===== src/rtl/core/itp_pkg.sv =====
// ----------------------------------------------------------------------------
// itp_pkg
// Shared types and constants of the integer text parser: parse phases,
// radix codes, notation modes, status codes, register indexes, width codes,
// character codes, the configuration set and the per-text control state.
// ----------------------------------------------------------------------------
package itp_pkg;

	// Parse phase of the current text.
	typedef enum logic [3:0] {
		PH_START   = 4'd0,
		PH_FIRST   = 4'd1,
		PH_ZERO    = 4'd2,
		PH_DIGITS  = 4'd3,
		PH_HEXPFX  = 4'd4,
		PH_BSUFFIX = 4'd5,
		PH_ERR     = 4'd6
	} phase_t;

	// Radix chosen for the digits of the current text.
	typedef enum logic [1:0] {
		RX_DEC = 2'd0,
		RX_HEX = 2'd1,
		RX_OCT = 2'd2,
		RX_BIN = 2'd3
	} radix_t;

	// Notation modes held in the radix_mode register.
	localparam logic [2:0] MODE_DEC  = 3'd0;
	localparam logic [2:0] MODE_HEX  = 3'd1;
	localparam logic [2:0] MODE_OCT  = 3'd2;
	localparam logic [2:0] MODE_BIN  = 3'd3;
	localparam logic [2:0] MODE_AUTO = 3'd4;

	// Result status codes.
	localparam logic [1:0] ST_OK     = 2'd0;
	localparam logic [1:0] ST_SYNTAX = 2'd1;
	localparam logic [1:0] ST_OVF    = 2'd2;
	localparam logic [1:0] ST_WIDTH  = 2'd3;

	// Configuration register indexes.
	localparam logic [1:0] REG_RADIX_MODE  = 2'd0;
	localparam logic [1:0] REG_SIGNED_MODE = 2'd1;
	localparam logic [1:0] REG_ALLOW_LZ    = 2'd2;
	localparam logic [1:0] REG_TARGET_W    = 2'd3;

	// Target width codes.
	localparam logic [1:0] TW_8  = 2'd0;
	localparam logic [1:0] TW_16 = 2'd1;
	localparam logic [1:0] TW_32 = 2'd2;
	localparam logic [1:0] TW_64 = 2'd3;

	// Character codes.
	localparam logic [7:0] CH_NUL   = 8'h00;
	localparam logic [7:0] CH_PLUS  = 8'h2B;
	localparam logic [7:0] CH_MINUS = 8'h2D;
	localparam logic [7:0] CH_0     = 8'h30;
	localparam logic [7:0] CH_1     = 8'h31;
	localparam logic [7:0] CH_7     = 8'h37;
	localparam logic [7:0] CH_9     = 8'h39;
	localparam logic [7:0] CH_UA    = 8'h41;
	localparam logic [7:0] CH_UB    = 8'h42;
	localparam logic [7:0] CH_UF    = 8'h46;
	localparam logic [7:0] CH_UX    = 8'h58;
	localparam logic [7:0] CH_LA    = 8'h61;
	localparam logic [7:0] CH_LB    = 8'h62;
	localparam logic [7:0] CH_LF    = 8'h66;
	localparam logic [7:0] CH_LX    = 8'h78;

	// Configuration register set.
	typedef struct packed {
		logic [2:0] radix_mode;
		logic       signed_mode;
		logic       allow_lz;
		logic [1:0] target_width;
	} cfg_t;

	// Per-text control state (the accumulator travels alongside).
	typedef struct packed {
		phase_t     phase;
		radix_t     radix;
		logic       neg;
		logic [1:0] status;
		logic       ended;
	} text_state_t;

	localparam text_state_t TEXT_STATE_CLEAR = '{
		phase:  PH_START,
		radix:  RX_DEC,
		neg:    1'b0,
		status: ST_OK,
		ended:  1'b0
	};

endpackage


===== src/rtl/core/integer_text_parser_unit.sv =====
// ----------------------------------------------------------------------------
// integer_text_parser_unit
// Multi-radix integer text parser: one text byte per beat, one result
// beat per text.
// ----------------------------------------------------------------------------
// Usage:
//   Text channel (text_valid / text_stall) carries text_byte and last_byte.
//   A text is a run of beats closed by a beat with last_byte set; a zero
//   byte ends the text early and the bytes after it are ignored.
//   The result channel (result_valid / result_stall) gives value, ok and
//   status once per text, via the input and result registers.
//   Throughput is one byte per cycle except for a stalled closing byte:
//   the parser state takes one shift-add and compare step per byte between
//   the input register and the state and result registers.
//   The configuration channel (cfg_valid / cfg_ready, cfg_index, cfg_data)
//   is always ready; write it only between texts with no result pending.
//   Reset clears the parser state and loads the register defaults
//   (hex-or-decimal, unsigned, no leading zeros, 64-bit bound).
//   While the result receiver stalls, bytes that do not close a text are
//   still taken; a closing byte waits in the input register and text_stall
//   rises until the pending result is taken.
// ----------------------------------------------------------------------------
module integer_text_parser_unit #(
	parameter int VALUE_BITS = 64
) (
	input  logic        clk,
	input  logic        arst_n,
	// Text input channel
	input  logic        text_valid,
	output logic        text_stall,
	input  logic [7:0]  text_byte,
	input  logic        last_byte,
	// Result channel
	output logic        result_valid,
	input  logic        result_stall,
	output logic [63:0] value,
	output logic        ok,
	output logic [1:0]  status,
	// Configuration channel
	input  logic        cfg_valid,
	output logic        cfg_ready,
	input  logic [1:0]  cfg_index,
	input  logic [2:0]  cfg_data
);
	import itp_pkg::*;

	cfg_t                  cfg_q;
	logic                  valid_s1;
	logic [7:0]            byte_s1;
	logic                  last_s1;
	logic                  fire;
	text_state_t           cur_st;
	logic [VALUE_BITS-1:0] cur_acc;
	text_state_t           nxt_st;
	logic [VALUE_BITS-1:0] nxt_acc;
	logic [63:0]           res_value;
	logic                  res_ok;
	logic [1:0]            res_status;
	logic                  res_valid_q;
	logic [63:0]           value_q;
	logic                  ok_q;
	logic [1:0]            status_q;

	// Configuration registers.
	assign cfg_ready = 1'b1;

	always_ff @(posedge clk or negedge arst_n) begin
		if (!arst_n) begin
			cfg_q.radix_mode   <= MODE_AUTO;
			cfg_q.signed_mode  <= 1'b0;
			cfg_q.allow_lz     <= 1'b0;
			cfg_q.target_width <= TW_64;
		end else if (cfg_valid && cfg_ready) begin
			unique case (cfg_index)
				REG_RADIX_MODE:  cfg_q.radix_mode   <= cfg_data;
				REG_SIGNED_MODE: cfg_q.signed_mode  <= cfg_data[0];
				REG_ALLOW_LZ:    cfg_q.allow_lz     <= cfg_data[0];
				REG_TARGET_W:    cfg_q.target_width <= cfg_data[1:0];
				default: begin
				end
			endcase
		end
	end

	// The byte in the input register proceeds unless it closes a text while
	// the previous result is still held by the receiver.
	assign fire       = valid_s1 && !(last_s1 && res_valid_q && result_stall);
	assign text_stall = valid_s1 && !fire;

	// Input register.
	always_ff @(posedge clk or negedge arst_n) begin
		if (!arst_n) begin
			valid_s1 <= 1'b0;
		end else if (!text_stall) begin
			valid_s1 <= text_valid;
		end
	end

	always_ff @(posedge clk) begin
		if (text_valid && !text_stall) begin
			byte_s1 <= text_byte;
			last_s1 <= last_byte;
		end
	end

	// Parser state and its per-byte update.
	itp_parse #(
		.VALUE_BITS(VALUE_BITS)
	) u_parse (
		.clk       (clk),
		.arst_n    (arst_n),
		.fire      (fire),
		.text_byte (byte_s1),
		.last_byte (last_s1),
		.cfg       (cfg_q),
		.cur       (cur_st),
		.cur_acc   (cur_acc),
		.nxt       (nxt_st),
		.nxt_acc   (nxt_acc)
	);

	// End-of-text checks and value formation.
	itp_result #(
		.VALUE_BITS(VALUE_BITS)
	) u_result (
		.st_in  (nxt_st),
		.acc    (nxt_acc),
		.cfg    (cfg_q),
		.value  (res_value),
		.ok     (res_ok),
		.status (res_status)
	);

	// Result register.
	always_ff @(posedge clk or negedge arst_n) begin
		if (!arst_n) begin
			res_valid_q <= 1'b0;
		end else if (fire && last_s1) begin
			res_valid_q <= 1'b1;
		end else if (!result_stall) begin
			res_valid_q <= 1'b0;
		end
	end

	always_ff @(posedge clk) begin
		if (fire && last_s1) begin
			value_q  <= res_value;
			ok_q     <= res_ok;
			status_q <= res_status;
		end
	end

	assign result_valid = res_valid_q;
	assign value        = value_q;
	assign ok           = ok_q;
	assign status       = status_q;

	// A closing byte clears the per-text state.
	assert property (@(posedge clk) disable iff (!arst_n)
		fire && last_s1 |=> cur_st.phase == PH_START && cur_acc == '0 && !cur_st.ended)
		else $error("parser state not cleared after the closing byte");

	// The input only stalls on a closing byte behind a held result.
	assert property (@(posedge clk) disable iff (!arst_n)
		text_stall |-> valid_s1 && last_s1 && res_valid_q && result_stall)
		else $error("text channel stalled without a held result");

	// A result beat reports ok exactly for the ok status.
	assert property (@(posedge clk) disable iff (!arst_n)
		result_valid |-> ok == (status == ST_OK))
		else $error("ok flag disagrees with status");

	// A failed text gives a zero value.
	assert property (@(posedge clk) disable iff (!arst_n)
		result_valid && !ok |-> value == 64'd0)
		else $error("non-zero value on a failed text");

	// Once a text is in the error phase, it stays there until it closes.
	assert property (@(posedge clk) disable iff (!arst_n)
		cur_st.phase == PH_ERR && !(fire && last_s1) |=>
			cur_st.phase == PH_ERR && cur_st.status == ST_SYNTAX)
		else $error("parser left the error phase before the text closed");

endmodule


===== src/rtl/core/itp_parse.sv =====
// ----------------------------------------------------------------------------
// itp_parse
// Per-text parser state and its one-byte update: phase tracking, sign,
// radix selection, syntax checks and the shift-add accumulator with
// overflow detection. The state after the current byte is presented for
// result formation; the state clears after the last byte of a text.
// ----------------------------------------------------------------------------
module itp_parse #(
	parameter int VALUE_BITS = 64
) (
	input  logic                    clk,
	input  logic                    arst_n,
	input  logic                    fire,
	input  logic [7:0]              text_byte,
	input  logic                    last_byte,
	input  itp_pkg::cfg_t           cfg,
	output itp_pkg::text_state_t    cur,
	output logic [VALUE_BITS-1:0]   cur_acc,
	output itp_pkg::text_state_t    nxt,
	output logic [VALUE_BITS-1:0]   nxt_acc
);
	import itp_pkg::*;

	localparam int WIDE_BITS = VALUE_BITS + 4;

	text_state_t           state_q;
	logic [VALUE_BITS-1:0] acc_q;

	// Effective notation mode and leading-zero permission.
	logic [2:0] mode;
	logic       lz;

	assign mode = (cfg.radix_mode > MODE_AUTO) ? MODE_AUTO : cfg.radix_mode;
	assign lz   = cfg.allow_lz && !cfg.signed_mode &&
		(mode == MODE_DEC || mode == MODE_AUTO);

	// Hex digit decode of the incoming character.
	logic       is_hex;
	logic [3:0] hval;

	always_comb begin
		is_hex = 1'b0;
		hval   = text_byte[3:0];
		if (text_byte >= CH_0 && text_byte <= CH_9) begin
			is_hex = 1'b1;
		end else if ((text_byte >= CH_LA && text_byte <= CH_LF) ||
				(text_byte >= CH_UA && text_byte <= CH_UF)) begin
			is_hex = 1'b1;
			hval   = text_byte[3:0] + 4'd9;
		end
	end

	// Next-state logic for one byte.
	always_comb begin
		phase_t                ph;
		logic                  skip;
		logic                  do_acc;
		logic                  dig_ok;
		logic                  ovf;
		logic [VALUE_BITS-1:0] acc_new;
		logic [WIDE_BITS-1:0]  wide;

		nxt     = state_q;
		nxt_acc = acc_q;
		ph      = state_q.phase;
		skip    = 1'b0;
		do_acc  = 1'b0;
		dig_ok  = 1'b0;
		ovf     = 1'b0;
		acc_new = acc_q;
		wide    = '0;

		if (!state_q.ended) begin
			if (text_byte == CH_NUL) begin
				nxt.ended = 1'b1;
			end else begin
				// First character chooses the radix and may be a sign.
				if (ph == PH_START) begin
					case (mode)
						MODE_HEX: nxt.radix = RX_HEX;
						MODE_OCT: nxt.radix = RX_OCT;
						MODE_BIN: nxt.radix = RX_BIN;
						default:  nxt.radix = RX_DEC;
					endcase
					ph = PH_FIRST;
					if (cfg.signed_mode && (text_byte == CH_PLUS || text_byte == CH_MINUS)) begin
						nxt.neg = (text_byte == CH_MINUS);
						skip    = 1'b1;
					end
				end
				nxt.phase = ph;

				case (nxt.radix)
					RX_DEC:  dig_ok = is_hex && hval <= 4'd9;
					RX_OCT:  dig_ok = is_hex && hval <= 4'd7;
					RX_BIN:  dig_ok = is_hex && hval <= 4'd1;
					default: dig_ok = is_hex;
				endcase

				if (!skip) begin
					unique case (ph)
						PH_FIRST: begin
							if (mode == MODE_BIN) begin
								if (text_byte == CH_0 || text_byte == CH_1) begin
									do_acc    = 1'b1;
									nxt.phase = PH_DIGITS;
								end else begin
									nxt.status = ST_SYNTAX;
									nxt.phase  = PH_ERR;
								end
							end else if (text_byte == CH_0) begin
								nxt.phase = PH_ZERO;
							end else if ((mode == MODE_DEC || mode == MODE_AUTO) &&
									text_byte >= CH_1 && text_byte <= CH_9) begin
								do_acc    = 1'b1;
								nxt.phase = PH_DIGITS;
							end else begin
								nxt.status = ST_SYNTAX;
								nxt.phase  = PH_ERR;
							end
						end
						PH_ZERO: begin
							if ((text_byte == CH_LX || text_byte == CH_UX) &&
									(mode == MODE_HEX || mode == MODE_AUTO)) begin
								nxt.radix = RX_HEX;
								nxt.phase = PH_HEXPFX;
							end else if (mode == MODE_OCT && text_byte >= CH_0 &&
									text_byte <= CH_7) begin
								do_acc    = 1'b1;
								nxt.phase = PH_DIGITS;
							end else if (lz && text_byte >= CH_0 && text_byte <= CH_9) begin
								do_acc    = 1'b1;
								nxt.phase = PH_DIGITS;
							end else begin
								nxt.status = ST_SYNTAX;
								nxt.phase  = PH_ERR;
							end
						end
						PH_HEXPFX: begin
							if (is_hex) begin
								do_acc    = 1'b1;
								nxt.phase = PH_DIGITS;
							end else begin
								nxt.status = ST_SYNTAX;
								nxt.phase  = PH_ERR;
							end
						end
						PH_DIGITS: begin
							if (dig_ok) begin
								do_acc = 1'b1;
							end else if (nxt.radix == RX_BIN &&
									(text_byte == CH_LB || text_byte == CH_UB)) begin
								nxt.phase = PH_BSUFFIX;
							end else begin
								nxt.status = ST_SYNTAX;
								nxt.phase  = PH_ERR;
							end
						end
						PH_ERR: begin
						end
						default: begin
							nxt.status = ST_SYNTAX;
							nxt.phase  = PH_ERR;
						end
					endcase
				end

				// Shift-add step; the accumulator freezes once status is set.
				if (do_acc && state_q.status == ST_OK) begin
					case (nxt.radix)
						RX_DEC: begin
							wide = (WIDE_BITS'(acc_q) << 3) + (WIDE_BITS'(acc_q) << 1) +
								WIDE_BITS'(hval);
							ovf     = |wide[WIDE_BITS-1:VALUE_BITS];
							acc_new = wide[VALUE_BITS-1:0];
						end
						RX_HEX: begin
							ovf     = |acc_q[VALUE_BITS-1 -: 4];
							acc_new = (acc_q << 4) + VALUE_BITS'(hval);
						end
						RX_OCT: begin
							ovf     = |acc_q[VALUE_BITS-1 -: 3];
							acc_new = (acc_q << 3) + VALUE_BITS'(hval);
						end
						default: begin
							ovf     = acc_q[VALUE_BITS-1];
							acc_new = (acc_q << 1) + VALUE_BITS'(hval);
						end
					endcase
					if (ovf) begin
						nxt.status = ST_OVF;
					end else begin
						nxt_acc = acc_new;
					end
				end
			end
		end
	end

	// State register: advances on each byte and clears after the last one.
	always_ff @(posedge clk or negedge arst_n) begin
		if (!arst_n) begin
			state_q <= TEXT_STATE_CLEAR;
			acc_q   <= '0;
		end else if (fire) begin
			if (last_byte) begin
				state_q <= TEXT_STATE_CLEAR;
				acc_q   <= '0;
			end else begin
				state_q <= nxt;
				acc_q   <= nxt_acc;
			end
		end
	end

	assign cur     = state_q;
	assign cur_acc = acc_q;

endmodule


===== src/rtl/core/itp_result.sv =====
// ----------------------------------------------------------------------------
// itp_result
// Result formation at the end of a text: checks that the text ended in an
// accepting phase, applies the sign limit and the target width bound, and
// forms the two's complement value or zero with its status.
// ----------------------------------------------------------------------------
module itp_result #(
	parameter int VALUE_BITS = 64
) (
	input  itp_pkg::text_state_t  st_in,
	input  logic [VALUE_BITS-1:0] acc,
	input  itp_pkg::cfg_t         cfg,
	output logic [63:0]           value,
	output logic                  ok,
	output logic [1:0]            status
);
	import itp_pkg::*;

	logic [63:0] mag;

	assign mag = 64'(acc);

	always_comb begin
		logic       ends_ok;
		logic       sign_bad;
		logic       above_w;
		logic       above_half;
		logic       at_half;
		logic [1:0] st;

		st       = st_in.status;
		ends_ok  = 1'b0;
		above_w  = 1'b0;
		above_half = 1'b0;
		at_half  = 1'b0;

		// The text must end in an accepting phase.
		case (st_in.phase)
			PH_ZERO:    ends_ok = (st_in.radix == RX_DEC);
			PH_DIGITS:  ends_ok = (st_in.radix != RX_BIN);
			PH_BSUFFIX: ends_ok = 1'b1;
			default:    ends_ok = 1'b0;
		endcase
		if (st != ST_SYNTAX && !ends_ok) begin
			st = ST_SYNTAX;
		end

		// Signed magnitude limit at the accumulator width.
		if (st_in.neg) begin
			sign_bad = acc[VALUE_BITS-1] && (|acc[VALUE_BITS-2:0]);
		end else begin
			sign_bad = acc[VALUE_BITS-1];
		end
		if (st == ST_OK && cfg.signed_mode && sign_bad) begin
			st = ST_OVF;
		end

		// Target width bound.
		case (cfg.target_width)
			TW_8: begin
				above_w    = |mag[63:8];
				above_half = |mag[63:7];
				at_half    = (mag == 64'h80);
			end
			TW_16: begin
				above_w    = |mag[63:16];
				above_half = |mag[63:15];
				at_half    = (mag == 64'h8000);
			end
			TW_32: begin
				above_w    = |mag[63:32];
				above_half = |mag[63:31];
				at_half    = (mag == 64'h8000_0000);
			end
			default: begin
				above_w    = 1'b0;
				above_half = 1'b0;
				at_half    = 1'b0;
			end
		endcase
		if (st == ST_OK && cfg.target_width != TW_64) begin
			if (cfg.signed_mode) begin
				if (st_in.neg ? (above_half && !at_half) : above_half) begin
					st = ST_WIDTH;
				end
			end else if (above_w) begin
				st = ST_WIDTH;
			end
		end

		status = st;
		ok     = (st == ST_OK);
		if (st != ST_OK) begin
			value = '0;
		end else if (cfg.signed_mode && st_in.neg) begin
			value = 64'd0 - mag;
		end else begin
			value = mag;
		end
	end

endmodule

===== config.mk =====
export PLATFORM = sky130hd
export DESIGN_NAME = integer_text_parser_unit
export DESIGN_NICKNAME = d
export VERILOG_FILES = /design/src/rtl/core/itp_pkg.sv /design/src/rtl/core/integer_text_parser_unit.sv /design/src/rtl/core/itp_parse.sv /design/src/rtl/core/itp_result.sv
export SDC_FILE = /design/constraint.sdc
export NUM_CORES = 1
export LEC_CHECK = 0
export BUFFER_PORTS_ARGS = -buffer_cell sky130_fd_sc_hd__buf_2
export CAP_MARGIN = 20
export CELL_PAD_IN_SITES_DETAIL_PLACEMENT = 1
export CELL_PAD_IN_SITES_GLOBAL_PLACEMENT = 1
export CORE_AREA = 2 2 241 172
export DETAILED_ROUTE_END_ITERATION = 12
export DIE_AREA = 0 0 243 174
export PLACE_DENSITY = 0.85
export SKIP_LAST_GASP = 1
export SYNTH_ARGS = -nofsm -noshare
export SYNTH_HDL_FRONTEND = slang
export SYNTH_HIERARCHICAL = 1
export SYNTH_SLANG_ARGS = --single-unit

===== constraint.sdc =====
create_clock -name clk -period 8.29 [get_ports clk]
set_clock_uncertainty 0.05 [all_clocks]
set_input_delay 0.829 -clock clk [delete_from_list [all_inputs] [get_ports clk]]
set_output_delay 0.829 -clock clk [all_outputs]
set_load 0.03 [all_outputs]

==> summary.md <==
| Metric | Value |
|---|---|
| Run status | completed |
| Number of rows in the core area | 62 |
| Sequential-to-total area share from yosys stat | about 23% |
| Count of unique library cells instantiated by Yosys | 105 |
| Crit-path max cell delay | approximately 0.77 ns |
| WL per Instance | 27.48 um |
| TritonCTS Buffers | 17 |
| Routability congestion estimate | about 1.1 |
| DIE AREA | roughly 0.042 mm2 |
| Synth area leader | edfxtp_1 |
| Number of top-level pins | a little under 90 |
| CTS Hold Bufs | 0 |
| Syn nets | 2641 |
| EDFF count, synth | 76 |
| Worst-skew pair later-pin latency | 0.44 ns |
| Utilization after layout | a little over 50% |
| Via count normalized by instance count | between 6 and 7 |
| Cell repeated most along the worst path | ha_1 |
| Maximum clock frequency | between 0.1 and 0.15 GHz |
| Max H-tree Level | 4 |
| GRT overflow | 0 |
| Combined area of the multi-input logic cells | 0.01368 mm2 |
| Number of detailed-route iterations in the first pass | 5 |
| Placeable core region | 0.04018 mm2 |
| Critical-path top delay cell | nor4_1 |
| Largest net degree at the start of global routing | between 60 and 70 |
| Class of the tightest hold or removal check | in -> async |
| Initial Util | ~47% |
| Final worst-path cycle share | between 90% and 100% |
| # nets final | roughly 2600 |
| Worst-case headroom to the max-slew limit | between 30 and 40% |
| Deepest clock path buffer count | 2 |
| ANT nets after route | 0 |
| Area fraction of the dominant cell type after synthesis | 12.04% |
| Detailed router's first-iteration violation count | approximately 2600 |
| CTS sink count | ~160 |
| Maximum fanout encountered on the critical timing path | 21 |
| Number of synthesized register bits | approximately 160 |
| WHS | 0.2149 ns |
| Actual slew at the worst max-slew pin | 1.005 ns |
| Final WL | 83.22 mm |
| Cell with the most instances after synthesis | nand2_1 |
| Clk slew on worst S/H paths | roughly 0.07 ns |
| Tmin final | 8.076 ns |
| Area Growth Syn to Fin | 9.160% |
| Count of unresolved DRC violations after routing | 0 |
| CTS tree | built |
| Count of input and output buffers | 87 |
| Final number of setup-violating endpoints | 0 |
| FFs w/ async S/R, synth | roughly 52% |
| Die boundary width | between 200 and 250 um |
| MaxCap Viol Count | 0 |
| CTS root buf | clkbuf_16 |
| Syn Std Cell Area | 0.01896 mm2 |
| Power density over the cells | just over 300 mW/mm2 |
| First-pass GRT wire length | 126.1 mm |
| Arrival time at the worst endpoint | approximately 8 ns |
| Fraction of final layout cells with drive strength greater than 1 | about an eighth |
| Fillers | between 5000 and 6000 |
| Main flop type after synthesis | dfrtp_1 |
| DPL Wire Length | between 60 and 70 mm |
| Type of element launching the critical path | register |
| Total global routing track utilization | a little under two fifths |
| Y dimension of the die | ~170 um |
| Maximum vdd drop | 0.2254 mV |
| Classification of the worst setup path | reg -> reg |
| Number of warnings issued by yosys | 6 |
| Synthesized area per cell | approximately 7.6 um2 |
| Number of vias after detailed routing | between 20000 and 25000 |
| Fin. max-slew vios | 0 |
| Post-synthesis instance total | ~2500 |
| Final Hold Fails | 0 |
| Leading post-synthesis cells by instance count | nand2_1, o21ai_0, nor2_1, a21oi_1, xnor2_1 |
| Number of global-route vias before repair | about 21000 |
| Cell types with the largest area share after synthesis | edfxtp_1, dfrtp_1, ha_1, xnor2_1, nand2_1 |
| Register Area | 0.004363 mm2 |
| Kind of capture point of the worst setup path | register |
| Required time of the critical path | around 8.4 ns |
| Number of antenna violations at the first check in global routing | 0 |
| Static Leakage | between 7 and 8 nW |
-- worst paths after layout --
path	startpoint	end	slack (ns)	cells past startpoint
max	byte_s1[0]	value[30]	0.21	28
min	arst_n	u_parse/cur_acc[49]	0.21	1
max reg2reg	byte_s1[0]	value[30]	0.21	28
min reg2reg	cfg_q[2]	cfg_q[2]	0.47	1
max in group asynchronous	arst_n	u_parse/cur[4]	6.71	2
min in group clk	cfg_q[2]	cfg_q[2]	0.47	1
-- what timing repair did --
| item | 4_1_cts | 5_1_grt |
|---|---|---|
| resized for setup | 4 | 18 |
| pin swaps | 0 | 4 |
| buffers inserted | 0 | 4 |
| setup endpoints to repair | 67 | 67 |
-- metal layers --
| metal | share of wire, % | up-vias | track usage (%) |
|---|---|---|---|
| met3 | 11 | 216 | 8.476 |
| met1 | 41 | 10420 | 51.97 |
| met2 | 45 | 1267 | 60.05 |
| met5 | 0 | - | 0 |
| met4 | 3.5 | 0 | 12.09 |
| li1 | - | 9167 | - |
-- cells by family after synthesis --
logic type / count (synthesis) / share of synthesized area (%)
AND/OR/NAND/NOR: 966 / 25.74
AO/OA/AOI/OAI: 704 / 24.34
adder cells (fa/ha/maj): 143 / 9.516
flip-flops: 159 / 23.01
other: 1 / 0.01978
multiplexers: 19 / 1.076
buffers and inverters: 258 / 5.721
XOR/XNOR: 229 / 10.58
-- worst max-delay path: cells and delay by family (launching register included) --
kind	cells	cell delay, ns
adder cells (fa/ha/maj)	5	1.15
XOR/XNOR	3	0.76
AND/OR/NAND/NOR	9	2.48
buffers and inverters	2	0.28
AO/OA/AOI/OAI	9	2.60
flip-flops	1	0.48
-- sequential cells by signal (all words and copies together), names as in the netlist --
signal / count
ok: 1
result_valid: 1
valid_s1: 1
byte_s1: 8
cfg_q: 7
last_s1: 1
u_parse/cur: 10
value: 64
status: 2
u_parse/cur_acc: 64
-- placed cells by master, fill, tap and decap left out, types with 35 or more instances in the layout --
| master | Yosys | routed |
|---|---|---|
| a31oi_1 | 42 | 41 |
| a21oi_1 | 164 | 163 |
| xor2_1 | 84 | 84 |
| nand3_1 | 74 | 74 |
| dfrtp_1 | 80 | 80 |
| o221ai_1 | 45 | 45 |
| nand4_1 | 71 | 71 |
| ha_1 | 141 | 140 |
| xnor2_1 | 145 | 143 |
| nand2_1 | 312 | 311 |
| o21ai_0 | 176 | 175 |
| nor2_1 | 175 | 175 |
| nor3_1 | 109 | 104 |
| nor4_1 | 37 | 35 |
| o211ai_1 | 40 | 40 |
| edfxtp_1 | 76 | 76 |
| inv_1 | 60 | 60 |
| buf_2 | 29 | 86 |
| buf_4 | 3 | 76 |
| or3_1 | 35 | 35 |
-- layout make-up --
class	instances	area share, %
Tap cell	544	3.289
Sequential cell	159	21.08
Clock buffer	19	2.140
Timing Repair Buffer	167	5.235
Clock inverter	13	1.016
Antenna cell	1	0.01209
Multi-Input combinational cell	2062	66.09
Inverter	63	1.143
-- through the flow --
step	setup slack (ns)	area, um2	std cells	TNS, ns	total power [mW]
finish	0.2144	20700	3028	0	6.355
global route	-0.01729	20690	3027	-0.08214	6.696
global placement	0.1691	19870	2989	0	5.122
CTS	0.004587	20550	3021	0	6.187
floorplan	0.9406	18960	2479	0	3.950
detailed placement	-0.4421	19870	2989	-20.72	5.257
-- where the power goes --
part           switching, mW  internal [mW]
sequential             0.453          0.969
combinational           2.70           1.34
clock                  0.349          0.544
total                   3.50           2.85
Note: power is estimated with default switching activity, not from simulation.
